File: src/hdl/abg_pkg.sv
package abg_pkg;

    localparam int FIELD_W  = 16;
    localparam int SEG_W    = 16;
    localparam int RANGE_W  = 4;
    localparam int GAP_W    = 17;
    localparam int CFG_ADDR_W = 1;
    localparam int CFG_DATA_W = 17;
    localparam int IN_DATA_W  = 4 * FIELD_W;
    localparam int OUT_DATA_W = 6 * FIELD_W;

    localparam logic [CFG_ADDR_W-1:0] REG_MAX_RANGE = 1'b0;
    localparam logic [CFG_ADDR_W-1:0] REG_MAX_GAP   = 1'b1;

    localparam logic [RANGE_W-1:0]     MAX_RANGE_RST = 4'd4;
    localparam logic signed [GAP_W-1:0] MAX_GAP_RST  = 17'sd2;

    localparam logic [SEG_W-1:0] SEG_MAX = 16'hFFFF;

    typedef enum logic [1:0] {
        ST_IDLE,
        ST_PLAN,
        ST_WALK
    } state_t;

    // commands from the controller to the datapath
    typedef struct packed {
        logic shift;   // take the input word into the window
        logic start;   // first group of a start segment
        logic emit;    // load a result into the output register
        logic last;    // final result of this input word
        logic clear;   // line end, reset segment count
    } cmd_t;

endpackage

File: src/hdl/abg_ctrl.sv
module abg_ctrl #(
    parameter int MAX_GROUP = 8
) (
    input  logic                                 aclk,
    input  logic                                 aresetn,
    input  logic                                 in_valid,
    output logic                                 in_ready,
    input  logic                                 out_free,
    input  logic                                 eol,
    input  logic [abg_pkg::SEG_W-1:0]            seg_n,
    input  logic [$clog2(MAX_GROUP+1)-1:0]       range,
    input  logic [MAX_GROUP-1:0]                 gap_ok,
    output abg_pkg::cmd_t                        cmd,
    output logic [((MAX_GROUP > 1) ? $clog2(MAX_GROUP) : 1)-1:0] s_idx,
    output logic [((MAX_GROUP > 1) ? $clog2(MAX_GROUP) : 1)-1:0] j_idx
);
    import abg_pkg::*;

    localparam int IDX_W = (MAX_GROUP > 1) ? $clog2(MAX_GROUP) : 1;

    state_t             state_reg, state_next;
    logic [IDX_W-1:0]   s_reg, s_next;
    logic [IDX_W-1:0]   j_reg, j_next;
    logic [IDX_W-1:0]   bot_reg, bot_next;

    logic               fits;
    logic               none;
    logic [IDX_W-1:0]   top;
    logic [IDX_W-1:0]   bottom;
    logic [IDX_W-1:0]   j_prev;
    logic               run_end;
    logic               final_res;

    // plan the start segments once the window and count have been updated
    always_comb begin
        fits   = SEG_W'(range) <= seg_n;
        none   = !eol && !fits;
        if (eol && !fits) begin
            top = IDX_W'(seg_n - 16'd1);
        end else begin
            top = IDX_W'(range - 1'b1);
        end
        bottom = eol ? '0 : IDX_W'(range - 1'b1);
    end

    // a start stops growing at the newest slot of its reach or at a wide gap
    always_comb begin
        j_prev    = j_reg - 1'b1;
        run_end   = (j_reg == '0) || !gap_ok[j_prev];
        final_res = run_end && (s_reg == bot_reg);
    end

    always_comb begin
        state_next = state_reg;
        s_next     = s_reg;
        j_next     = j_reg;
        bot_next   = bot_reg;
        unique case (state_reg)
            ST_IDLE: begin
                if (in_valid) begin
                    state_next = ST_PLAN;
                end
            end
            ST_PLAN: begin
                if (none) begin
                    state_next = ST_IDLE;
                end else begin
                    state_next = ST_WALK;
                    s_next     = top;
                    j_next     = top;
                    bot_next   = bottom;
                end
            end
            ST_WALK: begin
                if (out_free) begin
                    priority if (final_res) begin
                        state_next = ST_IDLE;
                    end else if (run_end) begin
                        s_next = s_reg - 1'b1;
                        j_next = s_reg - 1'b1;
                    end else begin
                        j_next = j_prev;
                    end
                end
            end
            default: begin
                state_next = ST_IDLE;
            end
        endcase
    end

    always_comb begin
        in_ready  = 1'b0;
        cmd       = '0;
        unique case (state_reg)
            ST_IDLE: begin
                in_ready  = 1'b1;
                cmd.shift = in_valid;
            end
            ST_PLAN: begin
            end
            ST_WALK: begin
                cmd.emit  = out_free;
                cmd.start = (j_reg == s_reg);
                cmd.last  = final_res;
                cmd.clear = out_free && final_res && eol;
            end
            default: begin
            end
        endcase
    end

    assign s_idx = s_reg;
    assign j_idx = j_reg;

    always_ff @(posedge aclk) begin
        if (!aresetn) begin
            state_reg <= ST_IDLE;
            s_reg     <= '0;
            j_reg     <= '0;
            bot_reg   <= '0;
        end else begin
            state_reg <= state_next;
            s_reg     <= s_next;
            j_reg     <= j_next;
            bot_reg   <= bot_next;
        end
    end

    a_emit_free: assert property (@(posedge aclk) disable iff (!aresetn)
        cmd.emit |-> out_free)
        else $error("result loaded while output register is occupied");

    a_j_in_start: assert property (@(posedge aclk) disable iff (!aresetn)
        (state_reg == ST_WALK) |-> (j_reg <= s_reg) && (bot_reg <= s_reg))
        else $error("walk index outside the current start");

    a_plan_follows: assert property (@(posedge aclk) disable iff (!aresetn)
        (in_valid && in_ready) |=> (state_reg == ST_PLAN))
        else $error("accepted word not planned");

endmodule

File: src/hdl/abg_datapath.sv
module abg_datapath #(
    parameter int MAX_GROUP  = 8,
    parameter int COORD_BITS = 16
) (
    input  logic                                 aclk,
    input  logic                                 aresetn,
    input  logic                                 cfg_we,
    input  logic [abg_pkg::CFG_ADDR_W-1:0]       cfg_addr,
    input  logic [abg_pkg::CFG_DATA_W-1:0]       cfg_wdata,
    input  logic [abg_pkg::IN_DATA_W-1:0]        in_data,
    input  logic                                 in_last,
    input  abg_pkg::cmd_t                        cmd,
    input  logic [((MAX_GROUP > 1) ? $clog2(MAX_GROUP) : 1)-1:0] s_idx,
    input  logic [((MAX_GROUP > 1) ? $clog2(MAX_GROUP) : 1)-1:0] j_idx,
    output logic                                 eol,
    output logic [abg_pkg::SEG_W-1:0]            seg_n,
    output logic [$clog2(MAX_GROUP+1)-1:0]       range,
    output logic [MAX_GROUP-1:0]                 gap_ok,
    output logic                                 out_free,
    output logic                                 out_valid,
    input  logic                                 out_ready,
    output logic [abg_pkg::OUT_DATA_W-1:0]       out_data,
    output logic                                 out_last
);
    import abg_pkg::*;

    localparam int RW = $clog2(MAX_GROUP+1);
    localparam int GW = COORD_BITS + 1;

    logic [RANGE_W-1:0]      max_range_reg;
    logic signed [GAP_W-1:0] max_gap_reg;

    logic [COORD_BITS-1:0]   x0_reg [MAX_GROUP];
    logic [COORD_BITS-1:0]   y0_reg [MAX_GROUP];
    logic [COORD_BITS-1:0]   x1_reg [MAX_GROUP];
    logic [COORD_BITS-1:0]   y1_reg [MAX_GROUP];
    logic signed [GW-1:0]    gap_reg [MAX_GROUP];
    logic                    eol_reg;
    logic [SEG_W-1:0]        count_reg;

    logic [COORD_BITS-1:0]   ox0_reg, oy0_reg, ox1_reg, oy1_reg;
    logic [SEG_W-1:0]        first_reg, last_reg;
    logic                    olast_reg;
    logic                    ovalid_reg, ovalid_next;

    logic [COORD_BITS-1:0]   in_x0, in_y0, in_x1, in_y1;
    logic signed [GW-1:0]    gap_new;
    logic [COORD_BITS-1:0]   rd_x0, rd_y0, rd_x1, rd_y1;

    assign in_x0 = in_data[0*FIELD_W +: COORD_BITS];
    assign in_y0 = in_data[1*FIELD_W +: COORD_BITS];
    assign in_x1 = in_data[2*FIELD_W +: COORD_BITS];
    assign in_y1 = in_data[3*FIELD_W +: COORD_BITS];

    // gap from the box now in the front slot to the incoming one
    assign gap_new = $signed({1'b0, in_x0}) - $signed({1'b0, x1_reg[0]});

    always_ff @(posedge aclk) begin
        if (!aresetn) begin
            max_range_reg <= MAX_RANGE_RST;
            max_gap_reg   <= MAX_GAP_RST;
        end else if (cfg_we) begin
            unique case (cfg_addr)
                REG_MAX_RANGE: max_range_reg <= cfg_wdata[RANGE_W-1:0];
                REG_MAX_GAP:   max_gap_reg   <= $signed(cfg_wdata[GAP_W-1:0]);
                default: begin
                end
            endcase
        end
    end

    // clamp range into 1..MAX_GROUP
    always_comb begin
        priority if (max_range_reg == '0) begin
            range = RW'(1);
        end else if (max_range_reg > RANGE_W'(MAX_GROUP)) begin
            range = RW'(MAX_GROUP);
        end else begin
            range = RW'(max_range_reg);
        end
    end

    always_comb begin
        for (int i = 0; i < MAX_GROUP; i++) begin
            gap_ok[i] = GAP_W'(gap_reg[i]) <= max_gap_reg;
        end
    end

    always_ff @(posedge aclk) begin
        if (cmd.shift) begin
            for (int i = MAX_GROUP - 1; i > 0; i--) begin
                x0_reg[i]  <= x0_reg[i-1];
                y0_reg[i]  <= y0_reg[i-1];
                x1_reg[i]  <= x1_reg[i-1];
                y1_reg[i]  <= y1_reg[i-1];
                gap_reg[i] <= gap_reg[i-1];
            end
            x0_reg[0]  <= in_x0;
            y0_reg[0]  <= in_y0;
            x1_reg[0]  <= in_x1;
            y1_reg[0]  <= in_y1;
            gap_reg[0] <= gap_new;
            eol_reg    <= in_last;
        end
    end

    always_ff @(posedge aclk) begin
        if (!aresetn) begin
            count_reg <= '0;
        end else if (cmd.clear) begin
            count_reg <= '0;
        end else if (cmd.shift && count_reg != SEG_MAX) begin
            count_reg <= count_reg + 1'b1;
        end
    end

    assign eol   = eol_reg;
    assign seg_n = count_reg;

    assign rd_x0 = x0_reg[j_idx];
    assign rd_y0 = y0_reg[j_idx];
    assign rd_x1 = x1_reg[j_idx];
    assign rd_y1 = y1_reg[j_idx];

    // output register also holds the running union box
    always_ff @(posedge aclk) begin
        if (cmd.emit) begin
            if (cmd.start) begin
                ox0_reg <= rd_x0;
                oy0_reg <= rd_y0;
                ox1_reg <= rd_x1;
                oy1_reg <= rd_y1;
            end else begin
                ox0_reg <= (rd_x0 < ox0_reg) ? rd_x0 : ox0_reg;
                oy0_reg <= (rd_y0 < oy0_reg) ? rd_y0 : oy0_reg;
                ox1_reg <= (rd_x1 > ox1_reg) ? rd_x1 : ox1_reg;
                oy1_reg <= (rd_y1 > oy1_reg) ? rd_y1 : oy1_reg;
            end
            first_reg <= count_reg - SEG_W'(s_idx);
            last_reg  <= count_reg - SEG_W'(j_idx);
            olast_reg <= cmd.last;
        end
    end

    always_comb begin
        if (cmd.emit) begin
            ovalid_next = 1'b1;
        end else if (out_ready) begin
            ovalid_next = 1'b0;
        end else begin
            ovalid_next = ovalid_reg;
        end
    end

    always_ff @(posedge aclk) begin
        if (!aresetn) begin
            ovalid_reg <= 1'b0;
        end else begin
            ovalid_reg <= ovalid_next;
        end
    end

    assign out_free  = !ovalid_reg || out_ready;
    assign out_valid = ovalid_reg;
    assign out_last  = olast_reg;
    assign out_data  = {last_reg, first_reg,
                        FIELD_W'(oy1_reg), FIELD_W'(ox1_reg),
                        FIELD_W'(oy0_reg), FIELD_W'(ox0_reg)};

    a_count_nonzero: assert property (@(posedge aclk) disable iff (!aresetn)
        cmd.shift |=> (count_reg != '0))
        else $error("segment count zero after a box was taken");

    a_clear_count: assert property (@(posedge aclk) disable iff (!aresetn)
        cmd.clear |=> (count_reg == '0))
        else $error("segment count not cleared at line end");

    a_index_order: assert property (@(posedge aclk) disable iff (!aresetn)
        cmd.emit |=> (last_reg >= first_reg) || (count_reg == '0))
        else $error("group indices out of order");

endmodule

File: src/hdl/adjacent_box_grouper_top.sv
// channel   dir  handshake          payload
// s_        in   s_tvalid/s_tready  tdata: box_x0,y0,x1,y1; tlast: end_of_line
// m_        out  m_tvalid/m_tready  tdata: group box, first/last segment; tlast: last_of_run
// cfg_      in   cfg_we             cfg_addr 0: max_range, 1: max_gap
//
// an input word is taken through window shift and start planning and then, unless it
// releases no group, the walk; the walk reads one window slot per cycle while the output
// register is free, one group per slot, up to 36 groups at a line end with max_range 8
// reset is synchronous, active low; it clears control, segment count and config,
// the box window is not cleared and is only read where written in the current line
// m_tready low holds the walk while a result waits in the output register; s_tready is high only between words
module adjacent_box_grouper_top #(
    parameter int MAX_GROUP  = 8,
    parameter int COORD_BITS = 16
) (
    input  logic                              aclk,
    input  logic                              aresetn,
    input  logic                              s_tvalid,
    output logic                              s_tready,
    input  logic [abg_pkg::IN_DATA_W-1:0]     s_tdata,   // box_x0, box_y0, box_x1, box_y1
    input  logic                              s_tlast,
    output logic                              m_tvalid,
    input  logic                              m_tready,
    output logic [abg_pkg::OUT_DATA_W-1:0]    m_tdata,   // group_x0, group_y0, group_x1,
                                                         // group_y1, first_segment, last_segment
    output logic                              m_tlast,
    input  logic                              cfg_we,
    input  logic [abg_pkg::CFG_ADDR_W-1:0]    cfg_addr,
    input  logic [abg_pkg::CFG_DATA_W-1:0]    cfg_wdata
);
    import abg_pkg::*;

    localparam int IDX_W = (MAX_GROUP > 1) ? $clog2(MAX_GROUP) : 1;
    localparam int RW    = $clog2(MAX_GROUP+1);

    cmd_t               cmd;
    logic [IDX_W-1:0]   s_idx;
    logic [IDX_W-1:0]   j_idx;
    logic               eol;
    logic [SEG_W-1:0]   seg_n;
    logic [RW-1:0]      range;
    logic [MAX_GROUP-1:0] gap_ok;
    logic               out_free;

    abg_ctrl #(
        .MAX_GROUP (MAX_GROUP)
    ) u_ctrl (
        .aclk     (aclk),
        .aresetn  (aresetn),
        .in_valid (s_tvalid),
        .in_ready (s_tready),
        .out_free (out_free),
        .eol      (eol),
        .seg_n    (seg_n),
        .range    (range),
        .gap_ok   (gap_ok),
        .cmd      (cmd),
        .s_idx    (s_idx),
        .j_idx    (j_idx)
    );

    abg_datapath #(
        .MAX_GROUP  (MAX_GROUP),
        .COORD_BITS (COORD_BITS)
    ) u_datapath (
        .aclk      (aclk),
        .aresetn   (aresetn),
        .cfg_we    (cfg_we),
        .cfg_addr  (cfg_addr),
        .cfg_wdata (cfg_wdata),
        .in_data   (s_tdata),
        .in_last   (s_tlast),
        .cmd       (cmd),
        .s_idx     (s_idx),
        .j_idx     (j_idx),
        .eol       (eol),
        .seg_n     (seg_n),
        .range     (range),
        .gap_ok    (gap_ok),
        .out_free  (out_free),
        .out_valid (m_tvalid),
        .out_ready (m_tready),
        .out_data  (m_tdata),
        .out_last  (m_tlast)
    );

endmodule

File: config.mk
export PLATFORM = sky130hd
export DESIGN_NAME = adjacent_box_grouper_top
export DESIGN_NICKNAME = d
export VERILOG_FILES = /design/src/hdl/abg_pkg.sv /design/src/hdl/abg_ctrl.sv /design/src/hdl/abg_datapath.sv /design/src/hdl/adjacent_box_grouper_top.sv
export SDC_FILE = /design/constraint.sdc
export NUM_CORES = 1
export LEC_CHECK = 0
export ABC_CLOCK_PERIOD_IN_PS = 35100
export BUFFER_PORTS_ARGS = -buffer_cell sky130_fd_sc_hd__clkbuf_2
export CAP_MARGIN = 0
export CORE_MARGIN = 2
export CORE_UTILIZATION = 65
export DETAILED_ROUTE_END_ITERATION = 7
export GPL_TIMING_DRIVEN = 1
export PLACE_DENSITY = 0.91
export SLEW_MARGIN = 20
export SYNTH_ARGS = -nofsm -noshare
export SYNTH_HDL_FRONTEND = slang
export SYNTH_SLANG_ARGS = --single-unit
File: constraint.sdc
create_clock -name aclk -period 35.1 [get_ports aclk]
set_input_delay 7.02 -clock aclk [delete_from_list [all_inputs] [get_ports aclk]]
set_output_delay 7.02 -clock aclk [all_outputs]
set_load 0.05 [all_outputs]
# Yosys cells after proc, flatten, opt, wreduce, memory -nomap -nowiden
# Memories as Yosys holds them, arrays and structs flattened. A register that Yosys moved wholly into a read port is not among the register bits.
# Cells that the tools add are included.
# totals
ff_bits	147
mem_count	5
out_inout_bits	99
ram_bits	648
# memory_table
memory	depth	word_bits	rd	rd_ports_with_merged_regs	wr	line_no	source
u_datapath.gap_reg	8	17	8	0	8	abg_datapath.sv:37	logic signed [GW-1:0] gap_reg [MAX_GROUP];
u_datapath.x0_reg	8	16	8	1	8	abg_datapath.sv:33	logic [COORD_BITS-1:0] x0_reg [MAX_GROUP];
u_datapath.x1_reg	8	16	8	1	8	abg_datapath.sv:35	logic [COORD_BITS-1:0] x1_reg [MAX_GROUP];
u_datapath.y0_reg	8	16	8	1	8	abg_datapath.sv:34	logic [COORD_BITS-1:0] y0_reg [MAX_GROUP];
u_datapath.y1_reg	8	16	8	1	8	abg_datapath.sv:36	logic [COORD_BITS-1:0] y1_reg [MAX_GROUP];
# op_classes
magnitude_cmp	15
n_addsub	8
n_eq_ne	11
reduce_logical	32
mux	43
bitwise	3
# ops
op	count
$le 17x17->1	8
$mux 16	8
$mux 3	17
$gt 16x16->1	2
$lt 16x16->1	2
$sub 16x3->16	2
$sub 16x16->17	1
$add 16x1->16 const B	1
$le 4x16->1	1
$ne 16x16->1 const B	1
$reduce_and 2->1	7
$mux 4	3
$pmux 3 s2	2
$reduce_bool 2->1	6
$sub 3x1->3 const B	4
$mux 2	4
$mux 1	7
$eq 3x3->1	2
$logic_and 1x1->1	6
$ne 2x1->1 const B	3
$ne 2x2->1 const B	3
$pmux 2 s3	1
$reduce_and 5->1	1
$gt 4x4->1 const B	1
other kinds (13)	19

# Logic depth before layout (Yosys ltp)
# Gate-level depths: netlist of the first run.
# depth
ltp_word	11
ltp_mapped	15
depth_no_buf	14

# Hierarchy
# From an unflattened synthesis of the first run, not the netlist that was laid out.
# hier_totals
cells_unflattened	2230
area_unflattened_um2	35039.9
# by_module_without_submodules
module	seq_area_each_um2	area_per_inst_um2	cells_per_inst	n_inst
abg_datapath	23162.2	33880.0	2089	1
abg_ctrl	220.2	1159.9	141	1

# Worst setup path after synthesis of the first run
# OpenSTA, ideal clock, no wires.
# synth_path
kind	input -> register
start	input port s_tvalid
end	register u_datapath.eol_reg (netlist: u_datapath.eol) (enable)
stages	2
required_time_ns	34.110
setup_time_ns	0.990
slack_ns	14.557
arrival_time_ns	19.553
path_cell_list	nand2_1 inv_1
# synth_rtl
element	line_no	source
start, declared	adjacent_box_grouper_top.sv:18	input logic s_tvalid,
end signal, assigned	abg_datapath.sv:103	eol_reg <= in_last;
end, declared	abg_datapath.sv:38	logic eol_reg;

==> impl_metrics.py, run 1 <==
metrics = {
    "status": {
        "status": "complete, no violations",
    },
    "worst_setup_path": {
        "critPathMostFrequentCell": "buf_4",
        "worstPathCellList": "clkbuf_2, nand2_1, inv_8, buf_4, buf_6, buf_4",
        "end_kind": "flip-flop",
        "slowest_stage": "buf_4",
        "critPathBufInv": 5,
        "startpoint_type": "input pin",
        "slowest_delay_ns": 0.91,
        "critPathKind": "in -> reg",
        "cp.arrival_ns": 10.93,
        "crit_fanout": 157,
        "required_ns": 35.36,
        "crit_family": "buffers and inverters",
    },
    "cells_and_area": {
        "areaGrowthSynthToFinish_pct": 12.2,
        "drive_above_1_share_pct": 22.4,
        "multiInputGateArea_um2": 10700,
        "fin_nets": 2657,
        "largest_register_ff_count": 136,
        "diodes": 0,
        "final.fill_count": 2814,
        "layoutNonFillerInstCount": 3087,
        "register_area_um2": 23500,
    },
    "power_and_ir_drop": {
        "irDropWorstVdd_v": 0.0000581,
        "pwr-share-clk_pct": 24.6,
        "p_per_area_nw_per_um2": 89.0,
        "leakage_nw": 14.3,
        "power_mw": 3.49,
        "switching_power_mw": 1.17,
        "p_comb_share_pct": 29.2,
        "seq_power_share_pct": 46.2,
        "power.internal_mw": 2.32,
        "swShare_pct": 33.5,
    },
    "clock_network": {
        "cts.sinks": 798,
        "hold_buffers": 0,
        "clockRootBuffer": "clkbuf_16",
        "clk_latency_ns": 0.66,
        "htreeDepth": 3,
        "ctsResizeCount": 0,
        "clkTransAtPathRegs_ns": 0.06,
        "post_cts_buffers": 0,
        "clockBufferDepth": 3,
        "numCtsBuffers": 79,
        "tritoncts": "yes",
    },
    "sta": {
        "clock_skew_ns": 0.0607,
        "hold_violations": 0,
        "finalCriticalPeriod_ns": 10.67,
        "finalSetupViolations": 0,
        "setup_tns_ns": 0,
        "setup_ws_ns": 24.43,
        "tightest_slew_ns": 1.11,
        "finalMaxSlewViolations": 0,
        "relSlewSlack_pct": 25.8,
        "rsz0062_at_grt": "no",
        "clock.fmax_mhz": 93.7,
        "fin_crit_sh_pct": 30.4,
    },
    "route": {
        "drc": 0,
        "wire_per_inst_um": 26.4,
        "vias_per_cell": 6.67,
        "antenna_left": 0,
        "drt_iter0_markers": 2320,
        "wl_um": 81500,
        "vias": 20600,
        "drt_pass1_iterations": 7,
    },
    "placed_design": {
        "place_congestion": 0.911,
        "port_buffers": 186,
        "dp_cells": 2940,
        "pre_cts_ws_ns": 23.47,
        "place_hpwl_um": 50200,
    },
    "logic_synthesis": {
        "yosys.area.top_type_share_pct": 64.1,
        "yosysWarnings": 0,
        "synth_area_per_cell_um2": 16.5,
        "synth_top_area_cell": "edfxtp_1",
        "ys.flop_type": "edfxtp_1",
        "synth_cells": 2114,
        "synth_fp_nets": 2438,
        "synth_async_sr_flop_share_pct": 0,
        "synth_cell_types": 79,
        "ys_seq_area_share_pct": 67.1,
        "synth_area_leaders": "edfxtp_1 (64%), ha_1 (8.3%), mux4_2 (8.3%), dfxtp_1 (3.0%), mux2_2 (2.0%)",
        "synth_edf_count": 746,
        "syn-cell-area_um2": 34900,
        "yosys_register_bits": 798,
    },
    "global_routing": {
        "grt_pass1_vias": 21100,
        "grt_pass1_wl_um": 125000,
        "grt_start_max_net_pins": 158,
        "antenna_found_initial": 2,
        "gr-total-overflow": 0,
        "grtUsageTotal_pct": 29.7,
    },
    "floorplan": {
        "die_h_um": 236,
        "rows": 84,
        "fp.dieArea_um2": 55600,
        "initial_utilization_pct": 66.1,
        "die_w_um": 236,
        "core_um2": 52900,
        "ios": 187,
    },
    "worst_hold_path": {
        "hold_class": "reg -> reg",
    },
    "flow_run": {
        "maxCapViolCount": 0,
    },
}
## placed cells by master, fill, tap and decap left out, types with 16 or more instances in the layout
cell type    n
edfxtp_1   746
ha_1       233
clkbuf_2   186
inv_1      143
mux4_2     128
nand2_1    103
nor2_1      82
a21oi_1     82
clkbuf_16   80
mux2_2      62
dfxtp_1     49
xnor2_1     41
o21ai_0     37
nand4_1     35
nand3_1     34
a21o_1      26
xor2_1      24
o21a_1      24
nor2b_1     21
nor3_1      20
clkinv_2    18
clkinv_1    16
## synthesized netlist by cell type, drive strengths merged (27+ instances only)
cell and instances:
mux2 63, o21ai 40, nand2 103, a21oi 84
nand4 35, ha 233, inv 144, edfxtp 746
clkbuf 35, nor2 86, nand3 34, mux4 128
xnor2 41, dfxtp 52, buf 27
## worst reg2reg max path, cell delays in order (launching register included)
cell and delay, ns:
dfxtp_4 0.87, buf_4 0.74, buf_4 0.58, mux4_2 0.42
mux2_2 0.33, ha_1 0.32, a21o_1 0.19, a21oi_1 0.18
nor2b_1 0.06, o21ai_0 0.14, nand2b_1 0.07, a21oi_1 0.17
o211a_1 0.19, o21a_1 0.63
## cell families (layout without fill, tap and decap cells)
logic type,Yosys count,in the layout,share of synthesized area (%)
AO/OA/AOI/OAI,264,264,5.11
XOR/XNOR,65,65,1.63
adder cells (fa/ha/maj),236,236,8.52
buffers and inverters,206,491,2.34
flip-flops,798,798,67.1
multiplexers,195,195,10.4
AND/OR/NAND/NOR,350,350,4.91
## final cells by class
type	count	share of cell area, %
inverters	144	1.40
clock inverters	51	1.32
well taps	688	2.20
flip-flops and latches	798	59.8
repair buffers	200	2.69
multi-input cells	1110	27.3
clock buffers	96	5.31
## routing by layer
metal	GRT usage, %	vias up	routed length, um
met5	0	-	20
met4	14.3	4	4090
met3	5.51	270	7300
met2	49.7	1367	40500
met1	37.9	10200	29500
li1	-	8712	-
## per-stage QoR
step           util (%)  hold WS (ns)  instance area, um2
4_1_cts            74.2         0.443               39200
2_1_floorplan         -         0.421               34900
3_3_place_gp       69.2         0.422               36600
6_report           74.2         0.435               39200
5_1_grt            74.2         0.450               39200
3_5_place_dp       69.2         0.429               36600
## power groups by stage
stage               logic (mW)  clock network [mW]  registers, mW
global route              1.10               0.899           1.63
global placement         0.897                   0           1.58
floorplan                0.673                   0           1.73
finish                    1.02               0.858           1.61
detailed placement       0.968                   0           1.61
CTS                       1.01               0.865           1.61
## worst paths after layout
check | startpoint | to | slack, ns | depth (start not counted)
setup / recovery | s_tvalid | u_datapath.y1_reg[3][3]$_DFFE_PP_ | 24.43 | 6
hold / removal | u_datapath.x0_reg[6][13]$_DFFE_PP_ | u_datapath.x0_reg[7][13]$_DFFE_PP_ | 0.44 | 0
setup reg to reg | flip-flop | u_datapath.oy0_reg[11]$_DFFE_PP_ | 29.84 | 13
hold reg to reg | u_datapath.x0_reg[6][13]$_DFFE_PP_ | u_datapath.x0_reg[7][13]$_DFFE_PP_ | 0.44 | 0
(Power assumes the default switching activity.)
==> inputs of run 2 (changes only) <==
--- a/config.mk
+++ b/config.mk
@@ -5,14 +5,14 @@
 export SDC_FILE = /design/constraint.sdc
 export NUM_CORES = 1
 export LEC_CHECK = 0
-export ABC_CLOCK_PERIOD_IN_PS = 35100
+export ABC_CLOCK_PERIOD_IN_PS = 11000
 export BUFFER_PORTS_ARGS = -buffer_cell sky130_fd_sc_hd__clkbuf_2
 export CAP_MARGIN = 0
 export CORE_MARGIN = 2
-export CORE_UTILIZATION = 65
+export CORE_UTILIZATION = 61
 export DETAILED_ROUTE_END_ITERATION = 7
 export GPL_TIMING_DRIVEN = 1
-export PLACE_DENSITY = 0.91
+export PLACE_DENSITY = 0.87
 export SLEW_MARGIN = 20
 export SYNTH_ARGS = -nofsm -noshare
 export SYNTH_HDL_FRONTEND = slang
==> constraint.sdc (replaced) <==
create_clock -name aclk -period 11 [get_ports aclk]
set_input_delay 2.2 -clock aclk [delete_from_list [all_inputs] [get_ports aclk]]
set_output_delay 2.2 -clock aclk [all_outputs]
set_load 0.05 [all_outputs]
==> run 2 against run 1 <==
Highest routed layer unchanged. Critical path type is now reg -> reg. Clock power rose to 3.1 times the previous value. Non-clock buffer count is 1 higher. Flip-flop and latch count stayed put. Power grew to 3.1 times the previous value. Count of clock-buffer cells in the layout shrank 2. Utilization fell by 4.7 points. Worst setup slack got worse by 19 ns. Combinational power increased to 3.1 times the previous value. Largest cell class unchanged.
==> impl_metrics.py, run 2 (same netlist as run 1, synthesis figures left out) <==
metrics = {
    "status": {
        "status": "complete, no violations",
    },
    "clock_network": {
        "clk_latency_ns": 0.65,
        "clockRootBuffer": "clkbuf_16",
        "ctsResizeCount": 0,
        "htreeDepth": 3,
        "clkTransAtPathRegs_ns": 0.06,
        "clockBufferDepth": 3,
        "numCtsBuffers": 80,
        "post_cts_buffers": 0,
        "hold_buffers": 0,
        "tritoncts": "yes",
        "cts.sinks": 798,
    },
    "global_routing": {
        "gr-total-overflow": 0,
        "antenna_found_initial": 2,
        "grt_pass1_vias": 20500,
        "grtUsageTotal_pct": 26.6,
        "grt_start_max_net_pins": 231,
        "grt_pass1_wl_um": 120000,
    },
    "worst_hold_path": {
        "holdPathStages": 0,
        "hold_class": "reg -> reg",
    },
    "power_and_ir_drop": {
        "p_per_area_nw_per_um2": 280,
        "pwr-share-clk_pct": 23.9,
        "p_comb_share_pct": 29.3,
        "switching_power_mw": 3.65,
        "seq_power_share_pct": 46.8,
        "power_mw": 11.0,
        "irDropWorstVdd_v": 0.000175,
        "swShare_pct": 33.3,
        "power.internal_mw": 7.31,
        "leakage_nw": 14.3,
    },
    "sta": {
        "setup_tns_ns": 0,
        "relSlewSlack_pct": 25.4,
        "clock_skew_ns": 0.0562,
        "rsz0062_at_grt": "no",
        "finalSetupViolations": 0,
        "fin_crit_sh_pct": 47.3,
        "clock.fmax_mhz": 192,
        "hold_violations": 0,
        "finalMaxSlewViolations": 0,
        "finalCriticalPeriod_ns": 5.21,
        "tightest_slew_ns": 1.11,
    },
    "worst_setup_path": {
        "crit_fanout": 98,
        "startpoint_type": "flip-flop",
        "slowest_stage": "dfxtp_4",
        "end_kind": "flip-flop",
        "worstPathCellList": "buf_12, mux4_2, mux2_2, ha_1, nor2b_1, o21a_1, o21a_1, o21a_1, o21a_1, o21a_1, o21a_1, o21ai_0, a21oi_1, buf_4",
        "crit_family": "compound AO/OA/AOI/OAI gates",
        "critPathKind": "reg -> reg",
        "critPathBufInv": 2,
        "rrSetupSlack_ns": 5.79,
        "slowest_delay_ns": 0.78,
        "r2r_cells": 14,
        "required_ns": 11.34,
        "crit_cells": 14,
        "cp.arrival_ns": 5.54,
        "critPathMostFrequentCell": "o21a_1",
        "r2r_end": "u_datapath.ox1_reg[0]$_DFFE_PP_",
        "crit_end": "u_datapath.ox1_reg[0]$_DFFE_PP_",
    },
    "cells_and_area": {
        "areaGrowthSynthToFinish_pct": 12.3,
        "drive_above_1_share_pct": 22.1,
        "final_cell_mix": "edfxtp_1 (746), ha_1 (233), clkbuf_2 (186)",
        "final_common_cell": "edfxtp_1",
        "largest_register_ff_count": 136,
        "fin_nets": 2659,
        "diodes": 0,
    },
    "route": {
        "drc": 0,
        "wire_per_inst_um": 25.0,
        "vias_per_cell": 6.41,
        "drt_iter0_markers": 2411,
        "wl_um": 78700,
        "drt_pass1_iterations": 5,
        "antenna_left": 0,
        "vias": 20200,
    },
    "placed_design": {
        "port_buffers": 186,
        "place_congestion": 0.898,
        "place_hpwl_um": 49000,
    },
    "floorplan": {
        "die_h_um": 243,
        "core_um2": 56500,
        "rows": 87,
        "ios": 187,
        "die_w_um": 243,
        "initial_utilization_pct": 61.8,
        "fp.dieArea_um2": 59200,
    },
    "flow_run": {
        "maxCapViolCount": 0,
    },
}
## run 2: layout make-up
cell class | count | area (um2)
Sequential cell | 798 | 23500
Multi-Input combinational cell | 1110 | 10700
Timing Repair Buffer | 201 | 1100
Clock buffer | 94 | 2050
Clock inverter | 50 | 425
Inverter | 144 | 544
Tap cell | 756 | 946
Fill cell | 3302 | 17300
## run 2: worst min path at each step
stage                                         from                                  end  slack (ns)
6_report        u_datapath.gap_reg[1][2]$_DFFE_PP_  u_datapath.gap_reg[1][19]$_DFFE_PP_        0.44
5_1_grt        u_datapath.gap_reg[1][16]$_DFFE_PP_  u_datapath.gap_reg[1][33]$_DFFE_PP_        0.46
4_1_cts          u_datapath.y0_reg[1][5]$_DFFE_PP_    u_datapath.y0_reg[2][5]$_DFFE_PP_        0.44
3_5_place_dp     u_datapath.y0_reg[1][0]$_DFFE_PP_    u_datapath.y0_reg[2][0]$_DFFE_PP_        0.43
3_3_place_gp     u_datapath.x1_reg[6][1]$_DFFE_PP_    u_datapath.x1_reg[7][1]$_DFFE_PP_        0.42
2_1_floorplan    u_datapath.x0_reg[2][0]$_DFFE_PP_    u_datapath.x0_reg[3][0]$_DFFE_PP_        0.42
## run 2: power groups by stage
stage	Clock [mW]	Sequential (mW)	Combinational [mW]
2_1_floorplan	0	5.36	2.15
3_3_place_gp	0	5.04	2.89
3_5_place_dp	0	5.12	3.06
4_1_cts	2.65	5.12	3.18
5_1_grt	2.75	5.20	3.47
6_report	2.62	5.13	3.21
## run 2: per-stage QoR
step	std cells	hold slack, ns	area [um2]	worst slack [ns]	utilization [%]
after floorplan	2114	0.421	35000	-1.41	-
after global placement	3008	0.424	36700	5.99	65.0
after detailed placement	3008	0.431	36700	5.85	65.0
after CTS	3152	0.437	39200	5.70	69.4
after global routing	3153	0.457	39200	5.39	69.4
final	3153	0.443	39200	5.79	69.4
## run 2: routing by layer
metal  wire length [um]  part of all wire, %  up-vias  global-route usage (%)
li1                   -                    -     8709                       -
met1              28800                   37    10100                    33.9
met2              39500                   50     1169                    44.8
met3               6820                  8.7      210                    5.56
met4               3520                  4.5        4                    11.2
met5                 17                0.022        -                       0
